[config.mk]
export PLATFORM = sky130hd
export DESIGN_NAME = midi_track_event_encoder_top_flat
export DESIGN_NICKNAME = d
export VERILOG_FILES = /design/src/sv/mtee_pkg.sv /design/src/sv/mtee_ifs.sv /design/src/sv/mtee_front.sv /design/src/sv/mtee_queue.sv /design/src/sv/mtee_back.sv /design/src/sv/midi_track_event_encoder_top.sv /design/src/flat_wrapper.sv
export SDC_FILE = /design/constraint.sdc
export NUM_CORES = 1
export LEC_CHECK = 0
export ABC_AREA = 1
export BUFFER_PORTS_ARGS = -buffer_cell sky130_fd_sc_hd__buf_2
export CORE_MARGIN = 2
export CORE_UTILIZATION = 60
export DETAILED_ROUTE_END_ITERATION = 8
export GPL_TIMING_DRIVEN = 0
export PLACE_DENSITY_LB_ADDON = 0.2
export SETUP_SLACK_MARGIN = 0.2
export SLEW_MARGIN = 20
export SYNTH_ARGS = -nofsm -noshare
export SYNTH_HDL_FRONTEND = slang
export SYNTH_SLANG_ARGS = --single-unit
export TNS_END_PERCENT = 30
[constraint.sdc]
create_clock -name clk -period 4.85 [get_ports clk]
set_clock_uncertainty 0.2 [all_clocks]
set_input_delay 0.485 -clock clk [delete_from_list [all_inputs] [get_ports clk]]
set_output_delay 0.485 -clock clk [all_outputs]
set_load 0.03 [all_outputs]
[src/sv/mtee_pkg.sv]
// ----------------------------------------------------------------------------
// mtee_pkg
// types and constants of the midi track event encoder
// ----------------------------------------------------------------------------
package mtee_pkg;

  localparam int DELTA_W = 28;
  localparam int NIB_W   = 4;
  localparam int BYTE_W  = 8;
  localparam int LEN_W   = 32;
  localparam int GROUP_W = 7;
  localparam int SEQ_MAX = 7;
  localparam int POS_W   = 3;

  localparam logic ACT_EVENT  = 1'b0;
  localparam logic ACT_FINISH = 1'b1;

  localparam logic [BYTE_W-1:0] CONT_BIT  = 8'h80;
  localparam logic [BYTE_W-1:0] META_BYTE = 8'hFF;
  localparam logic [BYTE_W-1:0] EOT_BYTE  = 8'h2F;
  localparam logic [BYTE_W-1:0] ZERO_BYTE = 8'h00;

  localparam logic [POS_W-1:0] EOT_LEN = 3'd4;

  typedef logic [BYTE_W-1:0] byte_t;

  typedef struct packed {
    logic                     finish;
    logic [POS_W-1:0]         count;
    byte_t [SEQ_MAX-1:0]      seq;
  } cmd_t;

endpackage

[src/sv/mtee_ifs.sv]
// ----------------------------------------------------------------------------
// mtee_ifs
// valid/ready channels of the encoder: event items in, track bytes out
// ----------------------------------------------------------------------------
interface mtee_in_if;
  logic                          valid;
  logic                          ready;
  logic                          action;
  logic [mtee_pkg::DELTA_W-1:0]  delta_time;
  logic [mtee_pkg::NIB_W-1:0]    event_type;
  logic [mtee_pkg::NIB_W-1:0]    channel;
  logic [mtee_pkg::BYTE_W-1:0]   first_param;
  logic [mtee_pkg::BYTE_W-1:0]   second_param;

  modport source (output valid, action, delta_time, event_type, channel,
                  first_param, second_param, input ready);
  modport sink   (input valid, action, delta_time, event_type, channel,
                  first_param, second_param, output ready);
endinterface

interface mtee_out_if;
  logic                         valid;
  logic                         ready;
  logic [mtee_pkg::BYTE_W-1:0]  data_byte;
  logic                         last_byte;
  logic [mtee_pkg::LEN_W-1:0]   track_length;

  modport source (output valid, data_byte, last_byte, track_length, input ready);
  modport sink   (input valid, data_byte, last_byte, track_length, output ready);
endinterface

[src/sv/mtee_front.sv]
// ----------------------------------------------------------------------------
// mtee_front
// accepts event items and builds the byte sequence of each one
// ----------------------------------------------------------------------------
module mtee_front (
  mtee_in_if.sink          src,
  input  logic             full,
  output logic             push,
  output mtee_pkg::cmd_t   cmd
);
  import mtee_pkg::*;

  logic [GROUP_W-1:0] g3, g2, g1, g0;
  byte_t              status;

  assign src.ready = !full;
  assign push      = src.valid && !full;

  assign g3     = src.delta_time[27:21];
  assign g2     = src.delta_time[20:14];
  assign g1     = src.delta_time[13:7];
  assign g0     = src.delta_time[6:0];
  assign status = {src.event_type, src.channel};

  always_comb begin
    cmd        = '0;
    cmd.finish = (src.action == ACT_FINISH);
    if (src.action == ACT_FINISH) begin
      cmd.seq[0] = ZERO_BYTE;
      cmd.seq[1] = META_BYTE;
      cmd.seq[2] = EOT_BYTE;
      cmd.seq[3] = ZERO_BYTE;
      cmd.count  = EOT_LEN;
    end else begin
      priority if (g3 != '0) begin
        cmd.seq[0] = CONT_BIT | {1'b0, g3};
        cmd.seq[1] = CONT_BIT | {1'b0, g2};
        cmd.seq[2] = CONT_BIT | {1'b0, g1};
        cmd.seq[3] = {1'b0, g0};
        cmd.seq[4] = status;
        cmd.seq[5] = src.first_param;
        cmd.seq[6] = src.second_param;
        cmd.count  = 3'd7;
      end else if (g2 != '0) begin
        cmd.seq[0] = CONT_BIT | {1'b0, g2};
        cmd.seq[1] = CONT_BIT | {1'b0, g1};
        cmd.seq[2] = {1'b0, g0};
        cmd.seq[3] = status;
        cmd.seq[4] = src.first_param;
        cmd.seq[5] = src.second_param;
        cmd.count  = 3'd6;
      end else if (g1 != '0) begin
        cmd.seq[0] = CONT_BIT | {1'b0, g1};
        cmd.seq[1] = {1'b0, g0};
        cmd.seq[2] = status;
        cmd.seq[3] = src.first_param;
        cmd.seq[4] = src.second_param;
        cmd.count  = 3'd5;
      end else begin
        cmd.seq[0] = {1'b0, g0};
        cmd.seq[1] = status;
        cmd.seq[2] = src.first_param;
        cmd.seq[3] = src.second_param;
        cmd.count  = 3'd4;
      end
    end
  end

endmodule

[src/sv/mtee_queue.sv]
// ----------------------------------------------------------------------------
// mtee_queue
// two-entry queue of byte sequences between front and back
// ----------------------------------------------------------------------------
module mtee_queue (
  input  logic             clk,
  input  logic             rst,
  input  logic             push,
  input  mtee_pkg::cmd_t   push_cmd,
  input  logic             pop,
  output mtee_pkg::cmd_t   head,
  output logic             full,
  output logic             empty
);
  import mtee_pkg::*;

  cmd_t       entries [2];
  logic       wr_ptr;
  logic       rd_ptr;
  logic [1:0] fill;
  logic       do_push;
  logic       do_pop;

  assign full    = (fill == 2'd2);
  assign empty   = (fill == 2'd0);
  assign do_push = push && !full;
  assign do_pop  = pop && !empty;
  assign head    = entries[rd_ptr];

  always_ff @(posedge clk) begin
    if (do_push) begin
      entries[wr_ptr] <= push_cmd;
    end
  end

  always_ff @(posedge clk) begin
    if (rst) begin
      wr_ptr <= 1'b0;
      rd_ptr <= 1'b0;
      fill   <= 2'd0;
    end else begin
      if (do_push) begin
        wr_ptr <= !wr_ptr;
      end
      if (do_pop) begin
        rd_ptr <= !rd_ptr;
      end
      unique case ({do_push, do_pop})
        2'b10:   fill <= fill + 2'd1;
        2'b01:   fill <= fill - 2'd1;
        default: fill <= fill;
      endcase
    end
  end

endmodule

[src/sv/mtee_back.sv]
// ----------------------------------------------------------------------------
// mtee_back
// sends one byte per cycle while the output is not stalled, keeps the track byte count
// ----------------------------------------------------------------------------
module mtee_back (
  input  logic             clk,
  input  logic             rst,
  input  mtee_pkg::cmd_t   head,
  input  logic             empty,
  output logic             pop,
  mtee_out_if.source       dst
);
  import mtee_pkg::*;

  logic              busy;
  cmd_t              cur;
  logic [POS_W-1:0]  pos;
  logic [LEN_W-1:0]  byte_count;
  logic              out_valid;
  byte_t             out_data;
  logic              out_last;
  logic [LEN_W-1:0]  out_len;
  logic              emit;
  logic              is_last;

  assign emit    = busy && (!out_valid || dst.ready);
  assign is_last = (pos == cur.count - 3'd1);
  assign pop     = !empty && (!busy || (emit && is_last));

  assign dst.valid        = out_valid;
  assign dst.data_byte    = out_data;
  assign dst.last_byte    = out_last;
  assign dst.track_length = out_len;

  always_ff @(posedge clk) begin
    if (rst) begin
      busy       <= 1'b0;
      pos        <= '0;
      byte_count <= '0;
      out_valid  <= 1'b0;
    end else begin
      if (dst.ready) begin
        out_valid <= 1'b0;
      end
      if (emit) begin
        out_valid <= 1'b1;
        out_data  <= cur.seq[pos];
        out_last  <= is_last;
        out_len   <= (cur.finish && is_last) ? byte_count + LEN_W'(EOT_LEN) : '0;
        pos       <= pos + 3'd1;
        if (is_last) begin
          byte_count <= cur.finish ? '0 : byte_count + LEN_W'(cur.count);
        end
      end
      if (pop) begin
        cur  <= head;
        pos  <= '0;
        busy <= 1'b1;
      end else if (emit && is_last) begin
        busy <= 1'b0;
      end
    end
  end

endmodule

[src/sv/midi_track_event_encoder_top.sv]
// ----------------------------------------------------------------------------
// midi_track_event_encoder_top
// turns track events into midi track bytes with vlq delta times
// ----------------------------------------------------------------------------
//  channel      dir  payload
//  track_event  in   action, delta_time, event_type, channel, first/second_param
//  track_byte   out  data_byte, last_byte, track_length
//
//  an event is 4 to 7 bytes (vlq length + 3), a finish 4 bytes, one byte
//  per cycle from the back-end serializer while the output is not stalled
//  synchronous reset clears the queue, the serializer and the byte count
//  a two-entry queue lets events be taken while bytes are stalled
//  the output register holds a beat until it is taken
// ----------------------------------------------------------------------------
module midi_track_event_encoder_top (
  input  logic         clk,
  input  logic         rst,
  mtee_in_if.sink      track_event,
  mtee_out_if.source   track_byte
);
  import mtee_pkg::*;

  cmd_t push_cmd;
  cmd_t head;
  logic push;
  logic pop;
  logic full;
  logic empty;

  mtee_front u_front (
    .src  (track_event),
    .full (full),
    .push (push),
    .cmd  (push_cmd)
  );

  mtee_queue u_queue (
    .clk      (clk),
    .rst      (rst),
    .push     (push),
    .push_cmd (push_cmd),
    .pop      (pop),
    .head     (head),
    .full     (full),
    .empty    (empty)
  );

  mtee_back u_back (
    .clk   (clk),
    .rst   (rst),
    .head  (head),
    .empty (empty),
    .pop   (pop),
    .dst   (track_byte)
  );

endmodule

[src/flat_wrapper.sv]
// flat-port wrapper written by rule: the top's interface ports become plain ports
module midi_track_event_encoder_top_flat import mtee_pkg::*;
  (clk, rst, track_event_valid, track_event_action, track_event_delta_time, track_event_event_type, track_event_channel, track_event_first_param, track_event_second_param, track_event_ready, track_byte_valid, track_byte_data_byte, track_byte_last_byte, track_byte_track_length, track_byte_ready);
  mtee_in_if track_event_i ();
  mtee_out_if track_byte_i ();
  input  logic clk;
  input  logic rst;
  input wire logic [$bits(track_event_i.valid)-1:0] track_event_valid;
  input wire logic [$bits(track_event_i.action)-1:0] track_event_action;
  input wire logic [$bits(track_event_i.delta_time)-1:0] track_event_delta_time;
  input wire logic [$bits(track_event_i.event_type)-1:0] track_event_event_type;
  input wire logic [$bits(track_event_i.channel)-1:0] track_event_channel;
  input wire logic [$bits(track_event_i.first_param)-1:0] track_event_first_param;
  input wire logic [$bits(track_event_i.second_param)-1:0] track_event_second_param;
  output wire logic [$bits(track_event_i.ready)-1:0] track_event_ready;
  output wire logic [$bits(track_byte_i.valid)-1:0] track_byte_valid;
  output wire logic [$bits(track_byte_i.data_byte)-1:0] track_byte_data_byte;
  output wire logic [$bits(track_byte_i.last_byte)-1:0] track_byte_last_byte;
  output wire logic [$bits(track_byte_i.track_length)-1:0] track_byte_track_length;
  input wire logic [$bits(track_byte_i.ready)-1:0] track_byte_ready;
  assign track_event_i.valid = track_event_valid;
  assign track_event_i.action = track_event_action;
  assign track_event_i.delta_time = track_event_delta_time;
  assign track_event_i.event_type = track_event_event_type;
  assign track_event_i.channel = track_event_channel;
  assign track_event_i.first_param = track_event_first_param;
  assign track_event_i.second_param = track_event_second_param;
  assign track_event_ready = track_event_i.ready;
  assign track_byte_valid = track_byte_i.valid;
  assign track_byte_data_byte = track_byte_i.data_byte;
  assign track_byte_last_byte = track_byte_i.last_byte;
  assign track_byte_track_length = track_byte_i.track_length;
  assign track_byte_i.ready = track_byte_ready;
  midi_track_event_encoder_top u_core (.clk(clk), .rst(rst), .track_event(track_event_i), .track_byte(track_byte_i));
endmodule
==> results of run 1 <==
[worst paths after layout]
kind | endpoint | startpoint | slack (ns) | cells past startpoint
worst max-delay path | u_core.u_back.cur[9] | u_core.u_back.cur[57] | 2.13 | 12
worst max register to register | u_core.u_back.cur[9] | u_core.u_back.cur[57] | 2.13 | 12
worst min-delay path | u_core.u_back.dst.valid | track_byte_ready | 0.04 | 4
worst min register to register | u_core.u_queue.fill[1] | u_core.u_queue.fill[1] | 0.30 | 1
[layer usage]
layer,track usage [%],vias to the layer above,wire [µm]
li1,-,4815,-
met1,38.5,4435,12500
met2,52.1,387,15500
met3,3.66,81,2070
met4,10.5,0,1190
met5,0,-,0
[cell usage in the layout (no fill, tap or decap), types with 11 or more instances in the layout]
cell and count:
o21ai_0 75, dfxtp_1 41, clkbuf_16 27, nor3_1 14, nor2_1 224, inv_1 91
nand2_1 445, clkbuf_1 47, nand4_1 11, nand3_1 84, edfxtp_1 218, buf_2 109
a21oi_1 63
[logic make-up after synthesis]
| kind of cell | after synthesis |
|---|---|
| and+or+nand+nor | 792 |
| DFF | 259 |
| AOI/OAI and AO/OA | 155 |
| buffers and inverters | 155 |
| xor gates and xnor gates | 10 |
| adders and majority gates | 8 |
[report_power, final]
group	leakage (nW)	total (W)	internal, W	switching [W]
registers	2.36	0.00298	0.00288	0.000101
logic	2.69	0.00128	0.000361	0.000920
clock network	0.393	0.00189	0.00108	0.000803
[registers in the layout, indices dropped and copies added, names as in the netlist, 2 cells and up]
name,count
u_core.u_back.pos,3
u_core.u_back.byte_count,32
u_core.u_queue.fill,2
u_core.u_back.dst.data_byte,8
u_core.u_back.dst.track_length,32
u_core.u_back.cur,59
u_core.u_queue.entries,118
[per-stage QoR]
| step | hold slack (ns) | worst slack [ns] | util, % |
|---|---|---|---|
| 2_1_floorplan | 0.236 | 0.338 | - |
| 3_3_place_gp | 0.263 | -0.907 | 64.9 |
| 3_5_place_dp | 0.283 | 2.13 | 65.8 |
| 4_1_cts | 0.0215 | 2.12 | 69.9 |
| 5_1_grt | 0.0815 | 1.96 | 69.9 |
| 6_report | 0.0353 | 2.13 | 69.9 |
[final cells by class]
cell class,count,area share [%]
sequential,259,52.6
inverter,100,2.70
buffer,55,1.81
multi-input combinational,965,30.0
clock inverter,8,0.304
tap,270,2.41
clock buffer,40,5.46
timing repair buffer,105,4.66
[critical path, stage by stage (launching register included)]
cell,delay (ns)
edfxtp_1,0.39
inv_1,0.13
ha_1,0.26
inv_1,0.05
nand2_1,0.04
nand2_1,0.10
nand3_4,0.12
inv_2,0.08
nand2_2,0.11
nand2_1,0.14
nand2_1,0.16
nor2_4,0.37
buf_12,0.24
==> run_results.csv, run 1 <==
group,metric,value,unit
drt,first_iter_violations,623,
global_routing,antenna_found_initial,0,
place,place_area,0.0132,mm²
cts,root_buffer,"clkbuf_16",
worst_setup_path,startpoint_type,"flip-flop",
pwr,total_power,0.00615,W
logic_synthesis,yosysWarnings,0,
logic_synthesis,ys_seq_area_share,60.5,%
layout,antenna_cells,0,
place,portBuffers,98,
pwr,p_leak,5.45,nW
worst_hold_path,hp-class,"input pin to flip-flop",
pwr,powerDensity,439,mW/mm²
pwr,max-vdd-ir-drop,304,µV
logic_synthesis,ys_types,33,
timing,slew_headroom,49.4,%
timing,tightestPinTransition,0.757,ns
place,dp_hpwl,22900,µm
logic_synthesis,async_flop_share,0,%
worst_setup_path,crit_path_end_kind,"flip-flop",
die,ios,100,
drt,wire_per_inst,17.3,µm
layout,drive_above_1_share,11.5,%
drt,wl,31200,µm
timing,fin_tns_setup,0,ns
die,start_util,60.7,%
layout,stdcell_area,0.0140,mm²
drt,vias,9718,
die,coreArea,0.0200,mm²
die,die_h,146,µm
logic_synthesis,synth_top_area_share,53.8,%
cts,hold_buffers,0,
logic_synthesis,yosys-top-cells-area,"edfxtp_1, nand2_1, nor2_1, dfxtp_1, nand3_1",
die,row_count,52,
layout,multi_input_area,0.00420,mm²
cts,path_clk_slew,0.06,ns
cts,clkLatencyLatePin,0.53,ns
die,dieArea,0.0214,mm²
die,die_width,146,µm
cts,post_cts_resize_count,0,
global_routing,grt_overflow,0,
run,maxCapViolations,0,
drt,avgViaCountPerCell,5.39,
global_routing,grtUsageTotal,29.7,%
logic_synthesis,synthesis.nets,1444,
worst_setup_path,cp.arrival,2.75,ns
drt,antenna_left,0,
timing,period_needed,2.72,ns
logic_synthesis,synth_fa_ha_area_share,0.884,%
layout,nets,1577,
cts,htree_levels,1,
logic_synthesis,synth_most_common_cell,"nand2_1",
logic_synthesis,muxShareOfSynthArea,0,%
timing,fmax,0.367,GHz
worst_setup_path,critPathMaxFanout,27,
layout,fillCellCount,1610,
logic_synthesis,synth_area,0.0122,mm²
global_routing,grt_pass1_wl,49600,µm
logic_synthesis,synth_xor_xnor_area_share,0.719,%
logic_synthesis,ys.flop_type,"edfxtp_1",
logic_synthesis,postSynthAreaPerCell,8.83,µm²
run_status,status,"finished, final reports clean",
place,dp.cells,1754,
layout,synthToLayoutAreaGrowth,15.0,%
layout,register_area,0.00737,mm²
timing,setup_viol,0,
logic_synthesis,synth_edf_count,218,
timing,rsz0062_at_grt,"no",
worst_setup_path,cp.required,4.87,ns
timing,final.period_utilization,56.1,%
logic_synthesis,yosys.area_share.simple,26.0,%
layout,final_cells,1802,
logic_synthesis,synth.ff_latch_count,259,
cts,cts_tree,"yes",
place,globalplace.congestion,0.968,
logic_synthesis,yosysTopAreaCell,"edfxtp_1",
logic_synthesis,synth_top_family_by_area,"simple AND/OR/NAND/NOR gates",
timing,slew_viol_final,0,
worst_setup_path,crit_type,"flip-flop to flip-flop",
logic_synthesis,synth_compound_area_share,6.64,%
logic_synthesis,ys_top_cells_by_count,"nand2_1, nor2_1, edfxtp_1",
timing,final-hold-violation-count,0,
cts,cts_buffer_depth,3,
cts,numCtsBuffers,26,
logic_synthesis,synthCells,1379,
drt,drc_errors,0,
drt,dr.pass1.iters,5,
cts,cts_setup_buffers,0,
cts,cts_num_sinks,259,
global_routing,grt_max_degree,30,
global_routing,grt_pass1_vias,9462,
(Power assumes the default switching activity.)
==> run 2: changes to the inputs <==
Clock period 4.85 ns to 2.7 ns, I/O delays scaled along.
==> run_results.csv, run 2 (synthesis gave the netlist of run 1 again) <==
group,metric,value,unit
worst_setup_path,path_delay_family,"simple AND/OR/NAND/NOR gates",
pwr,total_power,0.0116,W
layout,synthToLayoutAreaGrowth,20.7,%
cts,root_buffer,"clkbuf_16",
worst_setup_path,crit_path_frequent_cell,"nand2_1",
timing,fmax,0.404,GHz
worst_setup_path,cp.required,2.96,ns
layout,register_area,0.00737,mm²
timing,slew_headroom,45.6,%
drt,wl,33200,µm
drt,dr.pass1.iters,5,
die,ios,100,
place,dp_hpwl,23400,µm
cts,clkLatencyLatePin,0.54,ns
global_routing,grt_max_degree,30,
global_routing,grtUsageTotal,31.2,%
cts,cts_tree,"yes",
layout,fillCellCount,1457,
run,maxCapViolations,0,
worst_setup_path,cp.arrival,2.73,ns
drt,wire_per_inst,18.0,µm
layout,antenna_cells,0,
worst_setup_path,startpoint_type,"flip-flop",
worst_setup_path,crit_type,"flip-flop to flip-flop",
timing,tightestPinTransition,0.816,ns
layout,final_cell_mix,"nand2_1, nor2_1, edfxtp_1",
timing,setup_viol,0,
layout,stdcell_area,0.0147,mm²
global_routing,grt_overflow,0,
die,row_count,52,
global_routing,grt_pass1_wl,52000,µm
pwr,p_leak,5.75,nW
cts,cts_buffer_depth,3,
layout,fin_util,73.3,%
timing,period_needed,2.47,ns
run_status,status,"finished, final reports clean",
place,place_area,0.0132,mm²
cts,cts_num_sinks,259,
drt,wl_met1,13000,µm
drt,antenna_left,0,
layout,drive_above_1_share,12.9,%
place,globalplace.congestion,0.979,
drt,wl_met3,2600,µm
layout,largest_register_ffs,118,
layout,multi_input_area,0.00427,mm²
worst_hold_path,hp-class,"input pin to flip-flop",
worst_setup_path,crit_slowest_cell,"edfxtp_1",
timing,slew_viol_final,0,
die,dieArea,0.0214,mm²
cts,numCtsBuffers,26,
pwr,max-vdd-ir-drop,606,µV
drt,vias,10200,
cts,htree_levels,1,
die,coreArea,0.0200,mm²
layout,final_common_cell,"nand2_1",
worst_setup_path,crit_path_end_kind,"flip-flop",
place,portBuffers,98,
worst_setup_path,cpPeakStageDelay,0.43,ns
drt,first_iter_violations,817,
layout,regMostFlops,"u_core.u_queue.entries",
drt,drc_errors,0,
die,die_width,146,µm
timing,rsz0062_at_grt,"yes",
place,dp.cells,1754,
layout,reg.largest.list,"u_core.u_queue.entries x118, u_core.u_back.cur x59",
worst_setup_path,critPathMaxFanout,5,
layout,nets,1627,
global_routing,grt_pass1_vias,9914,
global_routing,antenna_found_initial,0,
die,die_h,146,µm
die,start_util,60.7,%
drt,top_layer,"met4",
pwr,powerDensity,793,mW/mm²
drt,avgViaCountPerCell,5.52,
timing,final.period_utilization,91.6,%
layout,final_cells,1851,
worst_setup_path,crit_chain,"ha_1 -> inv_1 -> fa_1 -> inv_1 -> nand2_1 -> nand2_1 -> nand2_2 -> nor2_4 -> buf_12 -> nand3_1 -> nand2_1 -> nand2_1 -> nor2_1",
worst_setup_path,path_buf_inv,3,
drt,wl_met2,16500,µm
timing,final-hold-violation-count,0,
cts,path_clk_slew,0.06,ns
-- run 2: final cells by class --
type                       count  area share [%]
inverter                     100            2.57
buffer                        55            1.75
clock inverter                19            1.50
sequential                   259            50.1
tap                          270            2.30
clock buffer                  28            4.48
timing repair buffer         155            8.17
multi-input combinational    965            29.1
-- run 2: timing repair --
| item | CTS | global route |
|---|---|---|
| setup endpoints to repair | 31 | 89 |
| buffers inserted | 3 | 6 |
| hold buffers | 39 | 0 |
| resized for setup | 2 | 12 |
| pin swaps | 1 | 2 |
| hold endpoints to repair | 75 | 0 |
| cloned | 1 | 1 |
-- run 2: report_power, final --
group          switching (W)  internal [W]
combinational        0.00178      0.000832
clock                0.00152       0.00216
sequential          0.000187       0.00518
total                0.00348       0.00817
-- run 2: worst paths after layout --
kind                                  end  slack, ns                        from  depth (start not counted)
max          u_core.u_back.byte_count[20]       0.23       u_core.u_back.cur[56]                         13
min          u_core.u_queue.entries[0][2]      0.007  track_event_delta_time[16]                          5
max reg2reg  u_core.u_back.byte_count[20]       0.23       u_core.u_back.cur[56]                         13
min reg2reg        u_core.u_queue.fill[1]       0.30      u_core.u_queue.fill[1]                          1
-- run 2: through the flow --
stage | TNS [ns] | setup WS (ns) | hold slack, ns
CTS | 0 | 0.189 | 0.00241
finish | 0 | 0.227 | 0.00678
global placement | -151.07 | -1.02 | 0.250
global route | 0 | 0.0161 | 0.0181
floorplan | -40.88 | -0.328 | 0.169
detailed placement | 0 | 0.144 | 0.266
-- run 2: tightest hold or removal path: cells and delay by family --
family / cells / cell delay, ns
buffers and inverters: 2 / 0.13
AND/OR/NAND/NOR: 2 / 0.14
AO/OA/AOI/OAI: 1 / 0.08
-- run 2: routing by layer --
layer  vias up  global-route usage (%)
met2       476                    54.7
li1       4918                       -
met4         0                    11.6
met5         -                       0
met3        77                    4.00
met1      4755                    40.0
